File: src/rtl/iag_pkg.sv
// ----------------------------------------------------------------------------
// Interleaver address generator package
// Widths, status codes and the divider command shared by the block's files.
// ----------------------------------------------------------------------------
`timescale 1ns / 1ps
`default_nettype none

package iag_pkg;

   // field widths
   localparam int LEN_W    = 14;
   localparam int POS_W    = 13;
   localparam int ALPHA_W  = 7;
   localparam int STATUS_W = 2;

   // candidate counter reaches one past the largest alpha
   localparam int CAND_W = ALPHA_W + 1;
   localparam int SQ_W   = 2 * CAND_W;

   // divider datapath: alpha * position + beta fits in 20 bits
   localparam int DIV_W       = ALPHA_W + POS_W;
   localparam int STEP_W      = 4;
   localparam int SHORT_STEPS = ALPHA_W;
   localparam int LONG_STEPS  = POS_W;
   localparam int SHORT_SHIFT = SHORT_STEPS - 1;
   localparam int LONG_SHIFT  = LONG_STEPS - 1;

   // defaults
   localparam int DEFAULT_MAX_LENGTH = 8192;
   localparam logic [LEN_W-1:0] RESET_LENGTH = LEN_W'(1024);
   localparam logic [CAND_W-1:0] FIRST_CAND  = CAND_W'(3);

   // result status codes
   localparam logic [STATUS_W-1:0] STATUS_OK       = 2'd0;
   localparam logic [STATUS_W-1:0] STATUS_NO_ALPHA = 2'd1;
   localparam logic [STATUS_W-1:0] STATUS_RANGE    = 2'd2;

   // divider command
   typedef struct packed {
      logic start;
      logic short_mode;
   } div_cmd_type;

endpackage

`default_nettype wire

File: src/rtl/iag_div.sv
// ----------------------------------------------------------------------------
// Interleaver remainder unit
// Restoring remainder, one quotient bit per cycle. Short mode resolves a
// 7-bit quotient, long mode a 13-bit quotient on a divisor below 128.
// ----------------------------------------------------------------------------
`timescale 1ns / 1ps
`default_nettype none

module iag_div (
   input  wire                       clock,
   input  wire                       reset,
   input  iag_pkg::div_cmd_type      cmd,
   input  wire [iag_pkg::DIV_W-1:0]  dividend,
   input  wire [iag_pkg::LEN_W-1:0]  divisor,
   output logic                      done,
   output logic [iag_pkg::DIV_W-1:0] remainder
);
   import iag_pkg::*;

   logic [DIV_W-1:0]  rem_ff, rem_in;
   logic [DIV_W-1:0]  dsh_ff, dsh_in;
   logic [STEP_W-1:0] cnt_ff, cnt_in;
   logic              run_ff, run_in;
   logic              done_ff, done_in;

   // load on start, then one compare and subtract per cycle
   always_comb begin
      rem_in  = rem_ff;
      dsh_in  = dsh_ff;
      cnt_in  = cnt_ff;
      run_in  = run_ff;
      done_in = 1'b0;
      if (cmd.start) begin
         rem_in = dividend;
         run_in = 1'b1;
         if (cmd.short_mode) begin
            dsh_in = DIV_W'(divisor) << SHORT_SHIFT;
            cnt_in = STEP_W'(SHORT_STEPS);
         end else begin
            dsh_in = DIV_W'(divisor[ALPHA_W-1:0]) << LONG_SHIFT;
            cnt_in = STEP_W'(LONG_STEPS);
         end
      end else if (run_ff) begin
         if (rem_ff >= dsh_ff) begin
            rem_in = rem_ff - dsh_ff;
         end
         dsh_in = dsh_ff >> 1;
         cnt_in = cnt_ff - STEP_W'(1);
         if (cnt_ff == STEP_W'(1)) begin
            run_in  = 1'b0;
            done_in = 1'b1;
         end
      end
   end

   // control state
   always_ff @(posedge clock) begin
      if (reset) begin
         run_ff  <= 1'b0;
         done_ff <= 1'b0;
         cnt_ff  <= '0;
      end else begin
         run_ff  <= run_in;
         done_ff <= done_in;
         cnt_ff  <= cnt_in;
      end
   end

   // datapath
   always_ff @(posedge clock) begin
      rem_ff <= rem_in;
      dsh_ff <= dsh_in;
   end

   assign done      = done_ff;
   assign remainder = rem_ff;

endmodule

`default_nettype wire

File: src/rtl/interleaver_address_generator.sv
// ----------------------------------------------------------------------------
// Interleaver address generator
// Linear permutation interleaver: address = (alpha*position + beta) mod n.
// ----------------------------------------------------------------------------
// One position is handled at a time. With the multiplier already derived for
// the current block length, each position takes one 7-step remainder pass
// that reduces alpha*position+beta modulo n. After the length register
// changes, the first position also runs the multiplier search: every
// candidate alpha below sqrt(n) costs a 13-step remainder of n by alpha - 1,
// and candidates for which alpha - 1 divides n add a short Euclid chain.
// The search result is cached until the length changes again. The result
// register lets the next position be taken while a result still waits.
`timescale 1ns / 1ps
`default_nettype none

module interleaver_address_generator #(
   parameter int MAX_LENGTH = iag_pkg::DEFAULT_MAX_LENGTH
) (
   input  wire                          clock,
   input  wire                          reset,
   // configuration
   input  wire                          csr_wr_en,
   input  wire [iag_pkg::LEN_W-1:0]     csr_wr_data,
   // request channel
   input  wire                          req_valid,
   output logic                         req_ready,
   input  wire [iag_pkg::POS_W-1:0]     req_position,
   // response channel
   output logic                         rsp_valid,
   input  wire                          rsp_ready,
   output logic [iag_pkg::POS_W-1:0]    rsp_address,
   output logic [iag_pkg::ALPHA_W-1:0]  rsp_multiplier,
   output logic [iag_pkg::STATUS_W-1:0] rsp_status
);
   import iag_pkg::*;

   // sequencer codes
   localparam logic [2:0] ST_IDLE = 3'd0;
   localparam logic [2:0] ST_CAND = 3'd1;
   localparam logic [2:0] ST_DIVM = 3'd2;
   localparam logic [2:0] ST_GCD  = 3'd3;
   localparam logic [2:0] ST_MAP  = 3'd4;
   localparam logic [2:0] ST_PROD = 3'd5;
   localparam logic [2:0] ST_MOD  = 3'd6;
   localparam logic [2:0] ST_DONE = 3'd7;

   logic [2:0]          state_ff, state_in;
   logic [LEN_W-1:0]    len_ff, len_in;
   logic [LEN_W-1:0]    dlen_ff, dlen_in;
   logic [ALPHA_W-1:0]  dalpha_ff, dalpha_in;
   logic [LEN_W-1:0]    n_ff, n_in;
   logic [POS_W-1:0]    pos_ff, pos_in;
   logic [CAND_W-1:0]   cand_ff, cand_in;
   logic [ALPHA_W-1:0]  best_ff, best_in;
   logic [ALPHA_W-1:0]  gx_ff, gx_in;
   logic [DIV_W-1:0]    prod_ff, prod_in;
   logic [POS_W-1:0]    res_addr_ff, res_addr_in;
   logic [STATUS_W-1:0] res_status_ff, res_status_in;
   logic                rsp_valid_ff, rsp_valid_in;
   logic [POS_W-1:0]    rsp_address_ff, rsp_address_in;
   logic [ALPHA_W-1:0]  rsp_multiplier_ff, rsp_multiplier_in;
   logic [STATUS_W-1:0] rsp_status_ff, rsp_status_in;

   logic [LEN_W-1:0]    n_eff;
   logic [SQ_W-1:0]     cand_sq;
   logic [ALPHA_W-1:0]  beta;
   div_cmd_type         div_cmd;
   logic [DIV_W-1:0]    div_dividend;
   logic [LEN_W-1:0]    div_divisor;
   logic                div_done;
   logic [DIV_W-1:0]    div_rem;

   // effective length, saturated to the largest supported block
   always_comb begin
      n_eff = len_ff;
      if (17'(len_ff) > 17'(MAX_LENGTH)) begin
         n_eff = LEN_W'(MAX_LENGTH);
      end
   end

   assign cand_sq   = SQ_W'(cand_ff) * SQ_W'(cand_ff);
   assign beta      = (dalpha_ff - ALPHA_W'(1)) >> 1;
   assign req_ready = (state_ff == ST_IDLE);
   assign len_in    = csr_wr_en ? csr_wr_data : len_ff;

   // sequencer: multiplier search on a length change, then one reduction per position in range
   always_comb begin
      state_in          = state_ff;
      dlen_in           = dlen_ff;
      dalpha_in         = dalpha_ff;
      n_in              = n_ff;
      pos_in            = pos_ff;
      cand_in           = cand_ff;
      best_in           = best_ff;
      gx_in             = gx_ff;
      prod_in           = prod_ff;
      res_addr_in       = res_addr_ff;
      res_status_in     = res_status_ff;
      rsp_valid_in      = rsp_valid_ff && !rsp_ready;
      rsp_address_in    = rsp_address_ff;
      rsp_multiplier_in = rsp_multiplier_ff;
      rsp_status_in     = rsp_status_ff;
      div_cmd           = '0;
      div_dividend      = DIV_W'(n_ff);
      div_divisor       = n_ff;
      unique case (state_ff)
         ST_IDLE: begin
            if (req_valid) begin
               n_in   = n_eff;
               pos_in = req_position;
               if (n_eff != dlen_ff || n_eff == '0) begin
                  cand_in  = FIRST_CAND;
                  best_in  = '0;
                  state_in = ST_CAND;
               end else begin
                  state_in = ST_MAP;
               end
            end
         end
         ST_CAND: begin
            if (cand_sq >= SQ_W'(n_ff)) begin
               dalpha_in = best_ff;
               dlen_in   = n_ff;
               state_in  = ST_MAP;
            end else begin
               // does (alpha - 1) divide n
               div_cmd.start = 1'b1;
               div_divisor   = LEN_W'(cand_ff - CAND_W'(1));
               state_in      = ST_DIVM;
            end
         end
         ST_DIVM: begin
            if (div_done) begin
               if (div_rem == '0) begin
                  // first Euclid step: n mod alpha
                  div_cmd.start = 1'b1;
                  div_divisor   = LEN_W'(cand_ff);
                  gx_in         = cand_ff[ALPHA_W-1:0];
                  state_in      = ST_GCD;
               end else begin
                  cand_in  = cand_ff + CAND_W'(1);
                  state_in = ST_CAND;
               end
            end
         end
         ST_GCD: begin
            if (div_done) begin
               if (div_rem == '0) begin
                  if (gx_ff == ALPHA_W'(1)) begin
                     best_in = cand_ff[ALPHA_W-1:0];
                  end
                  cand_in  = cand_ff + CAND_W'(1);
                  state_in = ST_CAND;
               end else begin
                  // remaining Euclid steps on values below 128
                  div_cmd.start      = 1'b1;
                  div_cmd.short_mode = 1'b1;
                  div_dividend       = DIV_W'(gx_ff);
                  div_divisor        = LEN_W'(div_rem[ALPHA_W-1:0]);
                  gx_in              = div_rem[ALPHA_W-1:0];
               end
            end
         end
         ST_MAP: begin
            res_addr_in = '0;
            if (dalpha_ff == '0) begin
               res_status_in = STATUS_NO_ALPHA;
               state_in      = ST_DONE;
            end else if (LEN_W'(pos_ff) >= n_ff) begin
               res_status_in = STATUS_RANGE;
               state_in      = ST_DONE;
            end else begin
               res_status_in = STATUS_OK;
               prod_in       = DIV_W'(dalpha_ff) * DIV_W'(pos_ff) + DIV_W'(beta);
               state_in      = ST_PROD;
            end
         end
         ST_PROD: begin
            div_cmd.start      = 1'b1;
            div_cmd.short_mode = 1'b1;
            div_dividend       = prod_ff;
            state_in           = ST_MOD;
         end
         ST_MOD: begin
            if (div_done) begin
               res_addr_in = div_rem[POS_W-1:0];
               state_in    = ST_DONE;
            end
         end
         ST_DONE: begin
            // load the result register once it is free
            if (!rsp_valid_ff || rsp_ready) begin
               rsp_valid_in      = 1'b1;
               rsp_address_in    = res_addr_ff;
               rsp_multiplier_in = dalpha_ff;
               rsp_status_in     = res_status_ff;
               state_in          = ST_IDLE;
            end
         end
         default: begin
            state_in = ST_IDLE;
         end
      endcase
   end

   // control state
   always_ff @(posedge clock) begin
      if (reset) begin
         state_ff     <= ST_IDLE;
         len_ff       <= RESET_LENGTH;
         dlen_ff      <= '0;
         dalpha_ff    <= '0;
         rsp_valid_ff <= 1'b0;
      end else begin
         state_ff     <= state_in;
         len_ff       <= len_in;
         dlen_ff      <= dlen_in;
         dalpha_ff    <= dalpha_in;
         rsp_valid_ff <= rsp_valid_in;
      end
   end

   // working and result registers
   always_ff @(posedge clock) begin
      n_ff              <= n_in;
      pos_ff            <= pos_in;
      cand_ff           <= cand_in;
      best_ff           <= best_in;
      gx_ff             <= gx_in;
      prod_ff           <= prod_in;
      res_addr_ff       <= res_addr_in;
      res_status_ff     <= res_status_in;
      rsp_address_ff    <= rsp_address_in;
      rsp_multiplier_ff <= rsp_multiplier_in;
      rsp_status_ff     <= rsp_status_in;
   end

   // shared remainder unit
   iag_div u_div (
      .clock     (clock),
      .reset     (reset),
      .cmd       (div_cmd),
      .dividend  (div_dividend),
      .divisor   (div_divisor),
      .done      (div_done),
      .remainder (div_rem)
   );

   assign rsp_valid      = rsp_valid_ff;
   assign rsp_address    = rsp_address_ff;
   assign rsp_multiplier = rsp_multiplier_ff;
   assign rsp_status     = rsp_status_ff;

endmodule

`default_nettype wire

File: config.mk
export PLATFORM = sky130hd
export DESIGN_NAME = interleaver_address_generator
export DESIGN_NICKNAME = d
export VERILOG_FILES = /design/src/rtl/iag_pkg.sv /design/src/rtl/iag_div.sv /design/src/rtl/interleaver_address_generator.sv
export SDC_FILE = /design/constraint.sdc
export NUM_CORES = 1
export LEC_CHECK = 0
export BUFFER_PORTS_ARGS = -buffer_cell sky130_fd_sc_hd__buf_2
export CORE_ASPECT_RATIO = 0.7
export CORE_MARGIN = 2
export CORE_UTILIZATION = 45
export CTS_BUF_LIST = sky130_fd_sc_hd__clkbuf_4
export CTS_CLUSTER_SIZE = 8
export DETAILED_ROUTE_END_ITERATION = 8
export GPL_TIMING_DRIVEN = 0
export SYNTH_ARGS = -nofsm -noshare
export SYNTH_HDL_FRONTEND = slang
export SYNTH_HIERARCHICAL = 1
export SYNTH_SLANG_ARGS = --single-unit
File: constraint.sdc
create_clock -name clock -period 12.3 [get_ports clock]
set_input_delay 1.23 -clock clock [delete_from_list [all_inputs] [get_ports clock]]
set_output_delay 1.23 -clock clock [all_outputs]
set_load 0.02 [all_outputs]
==> metrics.md, run 1 <==
| Metric | Value |
|---|---|
| Min Hold Slack | `about 0.44 ns` |
| Hold Startpoint | `res_status_ff[1]$_SDFFCE_PP0P_` |
| Per-cell routed wire length | `20.3 µm` |
| Initial antenna violation count | `1` |
| Fin. max-slew vios | `0` |
| Hold Path Sink | `rsp_status[1]$_DFFE_PP_` |
| Die X | `around 220 µm` |
| Synth top cells by count | `inv_1 (169), edfxtp_1 (146), nor2_1 (132), ha_1 (130), nand2_1 (115)` |
| Crit Path Max Fanout | `20` |
| Most frequent CP cell | `fa_1` |
| Vias/cell | `5.58` |
| First-pass DRT Iterations | `8` |
| Hold Crit Class | `reg2reg` |
| Worst R2R Setup Slack | `2.23 ns` |
| Syn Nets | `1747` |
| RSZ-0062 raised after global routing | `false` |
| Layout cells sized above 1 | `~8.6%` |
| CTS tree | `done` |
| Dominant synthesized flop cell | `edfxtp_1` |
| Gate Count Post-Synth | `1499` |
| Die ar. | `34600 µm²` |
| Top-area cell type share of the netlist area | `between 20 and 30%` |
| Cell taking the most area after synthesis | `edfxtp_1` |
| Area Growth Syn to Fin | `7.84%` |
| Worst stage delay on the critical path | `about 0.63 ns` |
| Synth cell types | `90` |
| Failing checks | `design-rule violations` |
| Crit path launch type | `register` |
| Final Util | `between 40% and 50%` |
| FMAX | `99.4 MHz` |
| Number of global-route vias before repair | `11.1k` |
| Largest net degree at the start of global routing | `29` |
| Worst setup margin | `2.23 ns` |
| CORE AREA | `32500 µm²` |
| Iteration-0 DRC Markers | `roughly 980` |
| Post-route setup TNS | `0 ns` |
| # nets final | `approximately 1.8k` |
| CTS Hold Bufs | `0` |
| Post-Syn Area per Cell | `9.95 µm²` |
| Place WS | `2.50 ns` |
| Routability cong. | `0.981` |
| CP required | `12.57 ns` |
| CTS clk-pin slew, worst paths | `0.17 ns` |
| Mapped cell area | `14900 µm²` |
| Worst reg2reg startpoint | `cand_ff[3]$_SDFFCE_PP0P_` |
| # rows | `55` |
| Effective utilization at floorplan | `45.9%` |
| Worst Path Arrival | `10.34 ns` |
| Yosys warns | `6` |
| Die extent in y | `156 µm` |
| Post-route ant nets | `0` |
| Global-route wire length before repair | `63900 µm` |
| DR DRC count | `3` |
| Post-synth EDFFs | `146` |
| Final hold violations | `0` |
| FF-to-FF path depth | `28` |
| Tcrit/Tclk final | `between 80% and 90%` |
| Synth Register Bits | `191` |
| CTS resizes | `0` |
| I/O Pins | `56` |
| Worst Hold Path Cells | `0` |
| Fill count | `between 3k and 4k` |
| Register area share after synthesis | `35.4%` |
| Most common cell in the netlist | `inv_1` |
| Fin crit period | `10.07 ns` |
| Setup bufs post-CTS | `0` |
| Worst-Skew Late Latency | `0.64 ns` |
| H-tree Lvls | `4` |
| Crit. path cell count | `28` |
| Skew final | `0.0307 ns` |
| Max-cap violation count | `0` |
| Slew @ Worst Pin | `1.39 ns` |
| DP HPWL | `32000 µm` |
| Dominant cells by area after synthesis | `edfxtp_1 (29%), fa_1 (12%), ha_1 (11%), dfxtp_1 (6.0%), inv_1 (4.3%)` |
| Routed wire length | `40900 µm` |
| PortBufs | `54` |
| Critical-path top delay cell | `nor4_4` |
| Outcome | `finished, violations left` |
| Post-synthesis async set-or-reset flop share | `0%` |
| Worst setup path class | `reg2reg` |
| CTS buffer count | `17` |
| Clock root buffer | `clkbuf_4` |
| Cell family with most CP delay | `adder cells` |
| WP buf/inv | `7` |
| Vias | `11.3k` |
| Num Clock Sinks | `191` |
| Reg2reg end | `u_div/remainder[15]$_DFFE_PP_` |
| Max transition margin | `6.90%` |
| GR Overflow Total | `0` |
| Critical path capture point type | `register` |
| GR Util All Layers | `24.4%` |
| Clock Path Buffers | `2` |
| Setup Viol. Count Final | `0` |
[stage by stage]
stage,instance area [µm²],cells
5_1_grt,16100,2016
3_5_place_dp,15800,1983
2_1_floorplan,14900,1499
6_report,16100,2016
4_1_cts,16100,2015
3_3_place_gp,15700,1980
[state kept, by name (all words and copies together) (netlist names)]
name and flops:
u_div/run_ff 1, rsp_address 13, u_div/cnt_ff 4, rsp_status 2, best_ff 7, cand_ff 8
dalpha_ff 7, len_ff 14, state_ff 3, rsp_multiplier 7, dlen_ff 14, u_div/done 1
res_status_ff 2, rsp_valid 1, res_addr_ff 13, prod_ff 20, gx_ff 7, u_div/remainder 20
u_div/dsh_ff 20, pos_ff 13, n_ff 14
[cells in the final DEF (no fill, tap or decap), types with 13 or more instances in the layout]
cell type  instances
o21ai_0           54
inv_1            169
nand3_1           19
nor2_1           131
nor2b_1           25
fa_1              86
clkbuf_4          18
xnor2_1           43
edfxtp_1         146
a211oi_1          13
a21o_1            19
ha_1             130
nor3_1            26
xor2_1            24
nand2_1          115
and2_1            79
a21oi_1           62
mux2i_1           40
dfxtp_1           45
buf_2             57
and3_1            13
clkbuf_1          48
[metal layers]
metal	GRT usage [%]	share of wire [%]	vias to the layer above
met3	5.69	8.0	38
met4	4.95	1.2	0
met5	0	0	-
li1	-	-	5362
met2	35.1	40	404
met1	37.1	50	5448
[area by class of cell]
class / instances / area (µm²) / share of cell area, %
antenna: 1 / 2.50 / 0.0156
clock buffer: 18 / 135 / 0.840
inverter: 169 / 634 / 3.95
tap: 427 / 534 / 3.32
buffer: 61 / 251 / 1.56
sequential: 191 / 5290 / 32.9
timing repair buffer: 57 / 319 / 1.98
multi-input combinational: 1078 / 8750 / 54.4
clock inverter: 14 / 168 / 1.04
[worst max path at each step]
stage / from / end
detailed placement: cand_ff[3]$_SDFFCE_PP0P_ / u_div/remainder[3]$_DFFE_PP_
CTS: cand_ff[3]$_SDFFCE_PP0P_ / u_div/remainder[8]$_DFFE_PP_
global placement: cand_ff[3]$_SDFFCE_PP0P_ / u_div/remainder[7]$_DFFE_PP_
floorplan: cand_ff[7]$_SDFFCE_PP0P_ / u_div/remainder[0]$_DFFE_PP_
global route: cand_ff[3]$_SDFFCE_PP0P_ / u_div/remainder[6]$_DFFE_PP_
finish: cand_ff[3]$_SDFFCE_PP0P_ / u_div/remainder[15]$_DFFE_PP_
[kinds of logic (layout without fill, tap and decap cells)]
logic type               after synthesis  in the layout  synth area share [%]
flip-flops                           191            191                  35.4
multiplexers                          48             48                  3.29
buffers and inverters                230            319                  5.94
AO/OA/AOI/OAI                        270            270                  12.6
AND/OR/NAND/NOR                      476            476                  16.2
other                                  0              1                     0
XOR/XNOR                              68             68                  4.04
adder cells (fa/ha/maj)              216            216                  22.5
Power of run 1 is not shown: default switching activity piles up to over one toggle a cycle in this logic, so the estimate is an artifact.
==> inputs of run 2 (changes only) <==
Settings changed: ABC_AREA set to 1.
Clock period 12.3 ns to 8.8 ns, I/O delays scaled along.
==> metrics.md, run 2 <==
| Metric | Value |
|---|---|
| Outcome | `finished, final reports clean (was finished, violations left)` |
| Mapped cell area | `15600 µm² (was 14900 µm²)` |
| Vias | `13.0k (was 11.3k)` |
| Largest net degree at the start of global routing | `23 (was 29)` |
| Per-cell routed wire length | `17.9 µm (was 20.3 µm)` |
| Fin. max-slew vios | `0 (unchanged)` |
| Dominant synthesized flop cell | `edfxtp_1 (unchanged)` |
| Final Util | `48.9% (was 49.5%)` |
| Cell taking the most area after synthesis | `edfxtp_1 (unchanged)` |
| Post-route ant nets | `0 (unchanged)` |
| Post-synthesis async set-or-reset flop share | `0% (unchanged)` |
| Multiplexer share of the synthesized area | `0% (was 3.29%)` |
| Gate Count Post-Synth | `1949 (was 1499)` |
| Fill count | `3455 (was 3068)` |
| Synth cell types | `55 (was 90)` |
| Skew final | `0.0393 ns (was 0.0307 ns)` |
| Final hold violations | `0 (unchanged)` |
| Clock root buffer | `clkbuf_4 (unchanged)` |
| CTS buffer count | `17 (unchanged)` |
| XOR/XNOR Fraction of Synth Area | `2.74% (was 4.04%)` |
| CTS clk-pin slew, worst paths | `0.18 ns (was 0.17 ns)` |
| Area Growth Syn to Fin | `8.08% (was 7.84%)` |
| Slew @ Worst Pin | `1.06 ns (was 1.39 ns)` |
| Crit path launch type | `register (unchanged)` |
| Dominant cells by area after synthesis | `edfxtp_1 (28%), nand2_1 (12%), fa_1 (11%), ha_1 (10%), inv_1 (8.9%) (was edfxtp_1 (29%), fa_1 (12%), ha_1 (11%), dfxtp_1 (6.0%), inv_1 (4.3%))` |
| Most common cell after layout, fill and taps aside | `nand2_1 (was inv_1)` |
| Iteration-0 DRC Markers | `1306 (was 979)` |
| I/O Pins | `56 (unchanged)` |
| Post-Syn Area per Cell | `8.00 µm² (was 9.95 µm²)` |
| Number of global-route vias before repair | `12.6k (was 11.1k)` |
| Min Hold Slack | `0.428 ns (was 0.441 ns)` |
| Hold Crit Class | `reg2reg (unchanged)` |
| GR Overflow Total | `0 (unchanged)` |
| Top-area cell type share of the netlist area | `28.1% (was 29.4%)` |
| H-tree Lvls | `4 (unchanged)` |
| Die extent in y | `160 µm (was 156 µm)` |
| Largest family of logic cells by synthesized area | `simple AND/OR/NAND/NOR gates (was adder cells)` |
| Clock Path Buffers | `2 (unchanged)` |
| Initial antenna violation count | `1 (unchanged)` |
| Worst Path Arrival | `8.52 ns (was 10.34 ns)` |
| Complex-gate fraction of the synthesized area | `8.12% (was 12.6%)` |
| CTS resizes | `0 (unchanged)` |
| Simple-gate portion of the synthesized area | `22.8% (was 16.2%)` |
| Synth Register Bits | `191 (unchanged)` |
| Max-cap violation count | `0 (unchanged)` |
| GR Util All Layers | `25.7% (was 24.4%)` |
| Most frequent cells in the layout | `nand2_1 (478), inv_1 (370), edfxtp_1 (146) (was inv_1 (169), edfxtp_1 (146), nor2_1 (131))` |
| Crit Path Max Fanout | `20 (unchanged)` |
| Yosys warns | `6 (unchanged)` |
| Global-route wire length before repair | `70700 µm (was 63900 µm)` |
| Most common cell in the netlist | `nand2_1 (was inv_1)` |
| Worst setup path class | `reg2reg (unchanged)` |
| Fin crit period | `8.29 ns (was 10.07 ns)` |
| CTS tree | `done (unchanged)` |
| CORE AREA | `34400 µm² (was 32500 µm²)` |
| Effective utilization at floorplan | `45.3% (was 45.9%)` |
| FMAX | `121 MHz (was 99.4 MHz)` |
| Tcrit/Tclk final | `94.2% (was 81.8%)` |
| First-pass DRT Iterations | `7 (was 8)` |
| Critical path capture point type | `register (unchanged)` |
| Post-route setup TNS | `0 ns (unchanged)` |
| DP HPWL | `36100 µm (was 32000 µm)` |
| CTS Hold Bufs | `0 (unchanged)` |
| Setup bufs post-CTS | `0 (unchanged)` |
| Post-Synth Adder-Cell Area | `21.5% (was 22.5%)` |
| DR DRC count | `0 (was 3)` |
| Routability cong. | `0.974 (was 0.981)` |
| RSZ-0062 raised after global routing | `false (unchanged)` |
| Worst-Skew Late Latency | `0.62 ns (was 0.64 ns)` |
| Register area share after synthesis | `33.9% (was 35.4%)` |
| Layout cells sized above 1 | `7.65% (was 8.56%)` |
| Die X | `227 µm (was 222 µm)` |
| Post-synth EDFFs | `146 (unchanged)` |
| Max transition margin | `28.6% (was 6.90%)` |
| Die ar. | `36200 µm² (was 34600 µm²)` |
| Num Clock Sinks | `191 (unchanged)` |
| CP required | `9.04 ns (was 12.57 ns)` |
| PortBufs | `55 (was 54)` |
| Routed wire length | `44900 µm (was 40900 µm)` |
| Setup Viol. Count Final | `0 (unchanged)` |
| # nets final | `2275 (was 1823)` |
| Syn Nets | `2197 (was 1747)` |
| # rows | `57 (was 55)` |
| Synth top cells by count | `nand2_1 (478), inv_1 (370), edfxtp_1 (146), nor2_1 (135), ha_1 (130) (was inv_1 (169), edfxtp_1 (146), nor2_1 (132), ha_1 (130), nand2_1 (115))` |
| Vias/cell | `5.19 (was 5.58)` |
## run 2: worst max-delay path, stage by stage (launching register included)
cell,delay (ns)
edfxtp_1,0.49
clkbuf_1,0.55
clkinv_1,0.58
ha_1,0.46
xor2_1,0.18
ha_1,0.28
inv_1,0.06
fa_1,0.50
fa_1,0.55
inv_1,0.05
ha_1,0.35
nand2_1,0.09
o21ai_2,0.19
a21oi_1,0.13
o21ai_0,0.29
nand3_1,0.11
nand2_1,0.10
xor2_1,0.20
ha_1,0.28
a21oi_1,0.13
nand3_1,0.14
nor2_4,0.27
nand3_1,0.28
nand4_1,0.17
buf_2,0.23
clkbuf_1,0.46
nor2_1,0.17
a21oi_4,0.61
## run 2: worst paths after layout
kind / start / end / slack (ns) / cells past startpoint
setup / recovery: cand_ff[3]$_SDFFCE_PP0P_ / u_div/remainder[18]$_DFFE_PP_ / 0.51 / 27
setup reg to reg: cand_ff[3]$_SDFFCE_PP0P_ / u_div/remainder[18]$_DFFE_PP_ / 0.51 / 27
hold / removal: res_addr_ff[4]$_SDFFCE_PN0P_ / rsp_address[4]$_DFFE_PP_ / 0.43 / 0
hold reg to reg: res_addr_ff[4]$_SDFFCE_PN0P_ / rsp_address[4]$_DFFE_PP_ / 0.43 / 0
## run 2: metal layers
metal  global-route usage, %  up-vias  routed length [µm]
met5                       0        -                   0
met4                    6.82        0                 812
met3                    5.92       58                3830
met2                    36.0      458               18100
met1                    39.4     6132               22200
li1                        -     6383                   -
## run 2: through the flow
step                      worst slack, ns  cells  cell area, µm²
final                               0.514   2513           16900
after CTS                           0.335   2512           16800
after global routing               0.0288   2513           16900
after floorplan                      2.08   1949           15600
after detailed placement            0.423   2480           16500
after global placement              0.514   2476           16500
## run 2: cells by family after synthesis
| group | after synthesis |
|---|---|
| AO/OA/AOI/OAI | 218 |
| flip-flops | 191 |
| adder cells (fa/ha/maj) | 216 |
| XOR/XNOR | 48 |
| AND/OR/NAND/NOR | 831 |
| buffers and inverters | 445 |
## run 2: cell type report
class | instances | area [µm²] | area share [%]
Antenna cell | 1 | 2.50 | 0.0148
Buffer | 61 | 264 | 1.57
Multi-Input combinational cell | 1313 | 8630 | 51.2
Timing Repair Buffer | 59 | 337 | 2.00
Tap cell | 472 | 591 | 3.50
Clock buffer | 19 | 143 | 0.846
Clock inverter | 13 | 164 | 0.972
Sequential cell | 191 | 5290 | 31.4
Inverter | 384 | 1440 | 8.56
Power of run 2 is left out for the same reason.
